File: config.mk
export PLATFORM = sky130hd
export DESIGN_NAME = session_slot_table_ready_check
export DESIGN_NICKNAME = d
export VERILOG_FILES = /design/src/hw/rtl/ssrc_pkg.sv /design/src/hw/rtl/ssrc_cell.sv /design/src/hw/rtl/session_slot_table_ready_check.sv
export SDC_FILE = /design/constraint.sdc
export NUM_CORES = 2
export LEC_CHECK = 0
export ABC_AREA = 1
export BUFFER_PORTS_ARGS = -buffer_cell sky130_fd_sc_hd__buf_2
export CORE_MARGIN = 2
export CORE_UTILIZATION = 35
export DETAILED_ROUTE_END_ITERATION = 8
export GPL_ROUTABILITY_DRIVEN = 0
export PLACE_DENSITY = 0.48
export SYNTH_ARGS = -nofsm -noshare
export SYNTH_HDL_FRONTEND = slang
export SYNTH_HIERARCHICAL = 1
export SYNTH_SLANG_ARGS = --single-unit
File: constraint.sdc
create_clock -name clk -period 13.6 [get_ports clk]
set_clock_uncertainty 0.15 [all_clocks]
set_input_delay 2.04 -clock clk [delete_from_list [all_inputs] [get_ports clk]]
set_output_delay 2.04 -clock clk [all_outputs]
set_load 0.02 [all_outputs]
File: src/hw/rtl/ssrc_pkg.sv
`default_nettype none

package ssrc_pkg;

    localparam int SLOTS_DEFAULT   = 32;
    localparam int ID_BITS_DEFAULT = 16;
    localparam int SLOT_OUT_W      = 5;

    typedef enum logic [1:0] {
        CMD_ADD    = 2'd0,
        CMD_REMOVE = 2'd1,
        CMD_START  = 2'd2,
        CMD_READY  = 2'd3
    } cmd_t;

    typedef enum logic [1:0] {
        ST_IDLE,
        ST_SCAN,
        ST_COMMIT
    } state_t;

endpackage

`default_nettype wire

File: src/hw/rtl/ssrc_cell.sv
`default_nettype none

module ssrc_cell #(
    parameter int SLOTS    = ssrc_pkg::SLOTS_DEFAULT,
    parameter int ID_BITS  = ssrc_pkg::ID_BITS_DEFAULT,
    parameter int CELL_IDX = 0
) (
    input  wire logic clk,
    input  wire logic rst_n,
    input  wire logic prev_valid,
    input  wire logic [2*$clog2(SLOTS)+3*$clog2(SLOTS+1)+ID_BITS+4-1:0] prev_probe,
    output logic      next_valid,
    output logic [2*$clog2(SLOTS)+3*$clog2(SLOTS+1)+ID_BITS+4-1:0] next_probe,
    input  wire logic [2*$clog2(SLOTS)+ID_BITS+5-1:0] cmt
);

    localparam int IDX_W = $clog2(SLOTS);
    localparam int CNT_W = $clog2(SLOTS + 1);
    localparam logic [IDX_W-1:0] MY_IDX = IDX_W'(CELL_IDX);

    typedef struct packed {
        logic [ID_BITS-1:0] id;
        logic               hit;
        logic [IDX_W-1:0]   hit_idx;
        logic               free_found;
        logic [IDX_W-1:0]   free_idx;
        logic [CNT_W-1:0]   used_count;
        logic               rdy_present;
        logic               rdy_free_found;
        logic [CNT_W-1:0]   rdy_free_idx_unused_pad;
        logic [CNT_W-1:0]   rdy_count;
    } probe_t;

    typedef struct packed {
        logic               en;
        logic               slot_wr;
        logic               slot_clr;
        logic               rdy_wr;
        logic               rdy_clr;
        logic [IDX_W-1:0]   slot_idx;
        logic [IDX_W-1:0]   rdy_idx;
        logic [ID_BITS-1:0] id;
    } commit_t;

    probe_t             p_in;
    probe_t             p_out;
    probe_t             probe_reg;
    logic               valid_reg;
    commit_t            c;
    logic [ID_BITS-1:0] slot_id_reg;
    logic               slot_used_reg;
    logic               slot_used_next;
    logic [ID_BITS-1:0] rdy_id_reg;
    logic               rdy_used_reg;
    logic               rdy_used_next;
    logic               slot_sel;
    logic               rdy_sel;

    assign p_in       = probe_t'(prev_probe);
    assign c          = commit_t'(cmt);
    assign next_valid = valid_reg;
    assign next_probe = probe_reg;

    // The ready-set free index travels in the spare field, zero-extended.
    always_comb
    begin
        p_out = p_in;
        if (slot_used_reg && (slot_id_reg == p_in.id) && !p_in.hit)
        begin
            p_out.hit     = 1'b1;
            p_out.hit_idx = MY_IDX;
        end
        if (!slot_used_reg && !p_in.free_found)
        begin
            p_out.free_found = 1'b1;
            p_out.free_idx   = MY_IDX;
        end
        p_out.used_count = p_in.used_count + CNT_W'(slot_used_reg);
        if (rdy_used_reg)
        begin
            p_out.rdy_count = p_in.rdy_count + CNT_W'(1);
            if (rdy_id_reg == p_in.id)
            begin
                p_out.rdy_present = 1'b1;
            end
        end
        else if (!p_in.rdy_free_found)
        begin
            p_out.rdy_free_found          = 1'b1;
            p_out.rdy_free_idx_unused_pad = CNT_W'(CELL_IDX);
        end
    end

    assign slot_sel = c.en && (c.slot_idx == MY_IDX);
    assign rdy_sel  = c.en && (c.rdy_idx == MY_IDX);

    always_comb
    begin
        slot_used_next = slot_used_reg;
        if (slot_sel && c.slot_wr)
        begin
            slot_used_next = 1'b1;
        end
        else if (slot_sel && c.slot_clr)
        begin
            slot_used_next = 1'b0;
        end
        rdy_used_next = rdy_used_reg;
        if (c.en && c.rdy_clr)
        begin
            rdy_used_next = 1'b0;
        end
        else if (rdy_sel && c.rdy_wr)
        begin
            rdy_used_next = 1'b1;
        end
    end

    always_ff @(posedge clk or negedge rst_n)
    begin
        if (!rst_n)
        begin
            valid_reg     <= 1'b0;
            slot_used_reg <= 1'b0;
            rdy_used_reg  <= 1'b0;
        end
        else
        begin
            valid_reg     <= prev_valid;
            slot_used_reg <= slot_used_next;
            rdy_used_reg  <= rdy_used_next;
        end
    end

    always_ff @(posedge clk)
    begin
        probe_reg <= p_out;
        if (slot_sel && c.slot_wr)
        begin
            slot_id_reg <= c.id;
        end
        if (rdy_sel && c.rdy_wr)
        begin
            rdy_id_reg <= c.id;
        end
    end

endmodule

`default_nettype wire

File: src/hw/rtl/session_slot_table_ready_check.sv
`default_nettype none

// Session slot table with a ready check. Each slot lives in one cell of a chain; a request
// is taken only while the block is idle, and its client ID then walks the chain one cell per
// clock, collecting the lookup hit, the lowest free slot, the occupied count and the ready-set
// state. A final register captures what leaves the chain; a commit state then applies the change
// to the addressed cells and loads the output register, once any earlier result has been taken,
// and only then is the next request accepted. The result waits in its register, and the next
// request may walk the chain meanwhile, but its commit waits; no clearing pass follows reset.
module session_slot_table_ready_check #(
    parameter int SLOTS   = ssrc_pkg::SLOTS_DEFAULT,
    parameter int ID_BITS = ssrc_pkg::ID_BITS_DEFAULT
) (
    input  wire logic                              clk,
    input  wire logic                              rst_n,
    input  wire logic                              in_valid,
    output logic                                   in_ready,
    input  wire logic [1:0]                        command,
    input  wire logic [ID_BITS-1:0]                client_id,
    output logic                                   out_valid,
    input  wire logic                              out_ready,
    output logic [ssrc_pkg::SLOT_OUT_W-1:0]        slot,
    output logic                                   ok,
    output logic                                   all_ready
);

    localparam int IDX_W   = $clog2(SLOTS);
    localparam int CNT_W   = $clog2(SLOTS + 1);
    localparam int PROBE_W = 2 * IDX_W + 3 * CNT_W + ID_BITS + 4;
    localparam int CMT_W   = 2 * IDX_W + ID_BITS + 5;
    localparam int OUT_W   = ssrc_pkg::SLOT_OUT_W;

    typedef struct packed {
        logic [ID_BITS-1:0] id;
        logic               hit;
        logic [IDX_W-1:0]   hit_idx;
        logic               free_found;
        logic [IDX_W-1:0]   free_idx;
        logic [CNT_W-1:0]   used_count;
        logic               rdy_present;
        logic               rdy_free_found;
        logic [CNT_W-1:0]   rdy_free_idx;
        logic [CNT_W-1:0]   rdy_count;
    } probe_t;

    typedef struct packed {
        logic               en;
        logic               slot_wr;
        logic               slot_clr;
        logic               rdy_wr;
        logic               rdy_clr;
        logic [IDX_W-1:0]   slot_idx;
        logic [IDX_W-1:0]   rdy_idx;
        logic [ID_BITS-1:0] id;
    } commit_t;

    ssrc_pkg::state_t   state_reg;
    ssrc_pkg::state_t   state_next;
    ssrc_pkg::cmd_t     cmd_reg;
    logic [ID_BITS-1:0] id_reg;
    probe_t             final_reg;
    logic               active_reg;
    logic               active_next;
    logic [CNT_W-1:0]   req_reg;
    logic [CNT_W-1:0]   req_next;
    logic               out_valid_reg;
    logic               out_valid_next;
    logic [OUT_W-1:0]   slot_reg;
    logic [OUT_W-1:0]   slot_next;
    logic               ok_reg;
    logic               ok_next;
    logic               done_reg;
    logic               done_next;

    logic               accept;
    logic               chain_out;
    logic               commit_go;
    commit_t            cmt;
    probe_t             launch;
    logic [IDX_W-1:0]   res_idx;
    logic [IDX_W+OUT_W-1:0] slot_ext;
    logic               ins;
    logic [CNT_W-1:0]   cnt;

    logic [SLOTS:0]              chain_valid;
    logic [SLOTS:0][PROBE_W-1:0] chain_probe;

    assign accept = in_valid && in_ready;

    always_comb
    begin
        launch    = '0;
        launch.id = client_id;
    end

    assign chain_valid[0] = accept;
    assign chain_probe[0] = launch;

    for (genvar g = 0; g < SLOTS; g++)
    begin : g_cell
        ssrc_cell #(
            .SLOTS    (SLOTS),
            .ID_BITS  (ID_BITS),
            .CELL_IDX (g)
        ) u_cell (
            .clk        (clk),
            .rst_n      (rst_n),
            .prev_valid (chain_valid[g]),
            .prev_probe (chain_probe[g]),
            .next_valid (chain_valid[g+1]),
            .next_probe (chain_probe[g+1]),
            .cmt        (CMT_W'(cmt))
        );
    end

    assign chain_out = chain_valid[SLOTS];

    always_comb
    begin
        state_next = state_reg;
        unique case (state_reg)
            ssrc_pkg::ST_IDLE:
            begin
                if (accept)
                begin
                    state_next = ssrc_pkg::ST_SCAN;
                end
            end
            ssrc_pkg::ST_SCAN:
            begin
                if (chain_out)
                begin
                    state_next = ssrc_pkg::ST_COMMIT;
                end
            end
            ssrc_pkg::ST_COMMIT:
            begin
                if (!out_valid_reg || out_ready)
                begin
                    state_next = ssrc_pkg::ST_IDLE;
                end
            end
            default:
            begin
                state_next = ssrc_pkg::ST_IDLE;
            end
        endcase
    end

    always_comb
    begin
        in_ready  = (state_reg == ssrc_pkg::ST_IDLE);
        commit_go = (state_reg == ssrc_pkg::ST_COMMIT) && (!out_valid_reg || out_ready);
    end

    always_comb
    begin
        cmt         = '0;
        cmt.en      = commit_go;
        cmt.id      = id_reg;
        cmt.rdy_idx = final_reg.rdy_free_idx[IDX_W-1:0];
        active_next = active_reg;
        req_next    = req_reg;
        ok_next     = 1'b0;
        done_next   = 1'b0;
        res_idx     = '0;
        ins         = 1'b0;
        cnt         = final_reg.rdy_count;
        case (cmd_reg)
            ssrc_pkg::CMD_ADD:
            begin
                ok_next      = !final_reg.hit && final_reg.free_found;
                res_idx      = final_reg.free_idx;
                cmt.slot_wr  = ok_next;
                cmt.slot_idx = final_reg.free_idx;
            end
            ssrc_pkg::CMD_REMOVE:
            begin
                ok_next      = final_reg.hit;
                res_idx      = final_reg.hit_idx;
                cmt.slot_clr = ok_next;
                cmt.slot_idx = final_reg.hit_idx;
            end
            ssrc_pkg::CMD_START:
            begin
                ok_next     = (final_reg.used_count != '0);
                cmt.rdy_clr = ok_next;
                if (ok_next)
                begin
                    active_next = 1'b1;
                    req_next    = final_reg.used_count;
                end
            end
            default:
            begin
                if (active_reg)
                begin
                    ins         = !final_reg.rdy_present && final_reg.rdy_free_found;
                    cnt         = final_reg.rdy_count + CNT_W'(ins);
                    ok_next     = ins;
                    cmt.rdy_wr  = ins;
                    done_next   = (cnt >= req_reg);
                    cmt.rdy_clr = done_next;
                    if (done_next)
                    begin
                        active_next = 1'b0;
                        req_next    = '0;
                    end
                end
            end
        endcase
        slot_ext  = {OUT_W'(0), res_idx};
        slot_next = (ok_next && ((cmd_reg == ssrc_pkg::CMD_ADD)
                                 || (cmd_reg == ssrc_pkg::CMD_REMOVE)))
                    ? slot_ext[OUT_W-1:0] : '0;
    end

    always_comb
    begin
        out_valid_next = out_valid_reg;
        if (commit_go)
        begin
            out_valid_next = 1'b1;
        end
        else if (out_ready)
        begin
            out_valid_next = 1'b0;
        end
    end

    always_ff @(posedge clk or negedge rst_n)
    begin
        if (!rst_n)
        begin
            state_reg     <= ssrc_pkg::ST_IDLE;
            active_reg    <= 1'b0;
            req_reg       <= '0;
            out_valid_reg <= 1'b0;
        end
        else
        begin
            state_reg     <= state_next;
            out_valid_reg <= out_valid_next;
            if (commit_go)
            begin
                active_reg <= active_next;
                req_reg    <= req_next;
            end
        end
    end

    always_ff @(posedge clk)
    begin
        if (accept)
        begin
            cmd_reg <= ssrc_pkg::cmd_t'(command);
            id_reg  <= client_id;
        end
        if (chain_out)
        begin
            final_reg <= probe_t'(chain_probe[SLOTS]);
        end
        if (commit_go)
        begin
            slot_reg <= slot_next;
            ok_reg   <= ok_next;
            done_reg <= done_next;
        end
    end

    assign out_valid = out_valid_reg;
    assign slot      = slot_reg;
    assign ok        = ok_reg;
    assign all_ready = done_reg;

endmodule

`default_nettype wire

==> results.json <==
{
  "portBuffers": 30,
  "drt-initial-drc-count": 4121,
  "overflow": 0,
  "gr-usage-all-layers": 0.1771,
  "drv_slew": 0,
  "clock-sinks": 2674,
  "cts-hold-fix-buffers": 0,
  "drv_cap": 0,
  "ioPinCount": 31,
  "ant_nets": 0,
  "min_from": "g_cell[13].u_cell/next_valid",
  "grt_setup_unrepaired": "false",
  "synth_area_sq_um": 95660,
  "syn_inst": 9066,
  "relSlewSlack": 0.1703,
  "routed_via_density": 4.359,
  "worstMarginPinSlew_ns": 1.238,
  "crit_required_ns": 13.88,
  "first_pass_iters": 6,
  "synth_warnings": 6,
  "crit_fanout": 64,
  "die_w_um": 526.8,
  "critical_path_class": "in -> reg",
  "grt_max_degree": 65,
  "r2r_cells": 6,
  "post-route-worst-setup-slack_ns": 9.243,
  "largest_reg_flops": 1488,
  "cellPowerDensity_nw_per_um2": 170.9,
  "holdPathStages": 0,
  "clockBufferDepth": 4,
  "clkTransAtPathRegs_ns": 0.06,
  "initial_utilization": 0.3527,
  "h-tree-depth": 5,
  "worst_hold_slack_ns": 0.1978,
  "drc_errors": 0,
  "grt_first_pass_wirelength_um": 367500,
  "cts_tree": "built",
  "vias": 57860,
  "cp-end-kind": "flip-flop",
  "r2r_start": "cmd_reg[0]",
  "hold_viol": 0,
  "area_growth_pct": 15.03,
  "dp_hpwl_um": 165600,
  "p_leak_nw": 48.55,
  "cts_buffers": 286,
  "outcome": "finished, final reports clean",
  "wl_um": 248300,
  "cp_data_arrival_time_ns": 4.64,
  "final.min_clock_period_ns": 4.357,
  "dpl_worst_slack_ns": 8.409,
  "clock_latency_ns": 0.84,
  "fp.dieH_um": 526.8,
  "fin_crit_sh": 0.3204,
  "fin_setup_tns_ns": 0,
  "fp.dieArea_sq_um": 277500,
  "wl_per_cell_um": 18.71,
  "grt_antenna_before_repair": 11,
  "rows": 191,
  "setup_viol": 0,
  "avgSynthCellArea_sq_um": 10.55,
  "crit_start": "out_ready",
  "max_freq_mhz": 229.5,
  "cts-resized-gates": 0,
  "clockRootBuffer": "clkbuf_16",
  "holdCritPathClass": "reg -> reg",
  "drive_above_1_share": 0.1002,
  "critPathLaunchType": "input pin",
  "nNetsFinal": 9599,
  "cts_setup_buffers": 0,
  "grt_pass1_vias": 57200,
  "fp.coreArea_sq_um": 271200,
  "vdd_ir_drop_max_mv": 0.1005
}
metal layers:
layer / wire length [um] / share of wire / vias to the layer above / GRT usage
met2: 111900 / 0.45 / 1232 / 0.2802
met1: 119300 / 0.48 / 27380 / 0.2543
li1: - / - / 28900 / -
met5: 0 / 0 / - / 0
met4: 5448 / 0.022 / 0 / 0.04839
met3: 11630 / 0.047 / 354 / 0.02250
worst max-delay path, stage by stage:
cell and delay, ns:
buf_2 0.08, inv_1 0.07, a21oi_4 0.14, buf_4 0.49, buf_12 0.45, inv_1 0.11, nor2_1 0.10, nand3_1 0.09
nor3_2 0.94
power by group:
| part | total [W] | internal, W | switching [W] |
|---|---|---|---|
| Combinational | 0.00155 | 0.000553 | 0.000997 |
| Clock | 0.00749 | 0.00442 | 0.00308 |
| Sequential | 0.00976 | 0.00918 | 0.000580 |
stage by stage:
| stage | cells | util | total power, W | instance area, sq um |
|---|---|---|---|---|
| 2_1_floorplan | 9112 | - | 0.01065 | 95830 |
| 3_3_place_gp | 12750 | 0.3723 | 0.01150 | 101000 |
| 3_5_place_dp | 12750 | 0.3723 | 0.01151 | 101000 |
| 4_1_cts | 13260 | 0.4056 | 0.01905 | 110000 |
| 5_1_grt | 13260 | 0.4056 | 0.01959 | 110000 |
| 6_report | 13270 | 0.4057 | 0.01881 | 110000 |
worst paths after layout:
kind	endpoint	slack (ns)
min reg2reg	g_cell[14].u_cell/next_valid	0.20
max in group asynchronous	g_cell[2].u_cell/next_valid	10.46
max	g_cell[8].u_cell/rdy_id_reg[0]	9.24
min	g_cell[14].u_cell/next_valid	0.20
min in group asynchronous	g_cell[2].u_cell/slot_used_reg	1.00
max reg2reg	g_cell[7].u_cell/rdy_id_reg[7]	9.88
layout make-up:
type                       instances  area (sq um)
sequential                      2674         64870
clock inverter                    74         540.5
tap                             3570          4467
multi-input combinational       4852         25120
antenna                           12         30.03
inverter                        1554          5834
fill                           25810        161200
clock buffer                     438          8489
timing repair buffer              99         686.9
cell usage in the layout (no fill, tap or decap), types with 7 or more instances in the layout:
master and count:
a21oi_1 48, a22oi_1 16, buf_2 29, buf_4 68
clkbuf_1 89, clkbuf_16 299, clkbuf_8 48, clkinv_1 13
clkinv_2 44, conb_1 47, dfrtp_1 106, dfxtp_1 1488
diode_2 12, edfxtp_1 1080, ha_1 110, inv_1 1512
inv_2 41, inv_6 7, nand2_1 2134, nand2_2 29
nand3_1 231, nand3_2 33, nand4_1 127, nor2_1 768
nor2_2 102, nor2_4 7, nor3_1 84, nor3b_1 11
o21ai_0 164, or2_2 223, xnor2_1 411, xor2_1 261
Note: power is estimated with default switching activity, not from simulation.
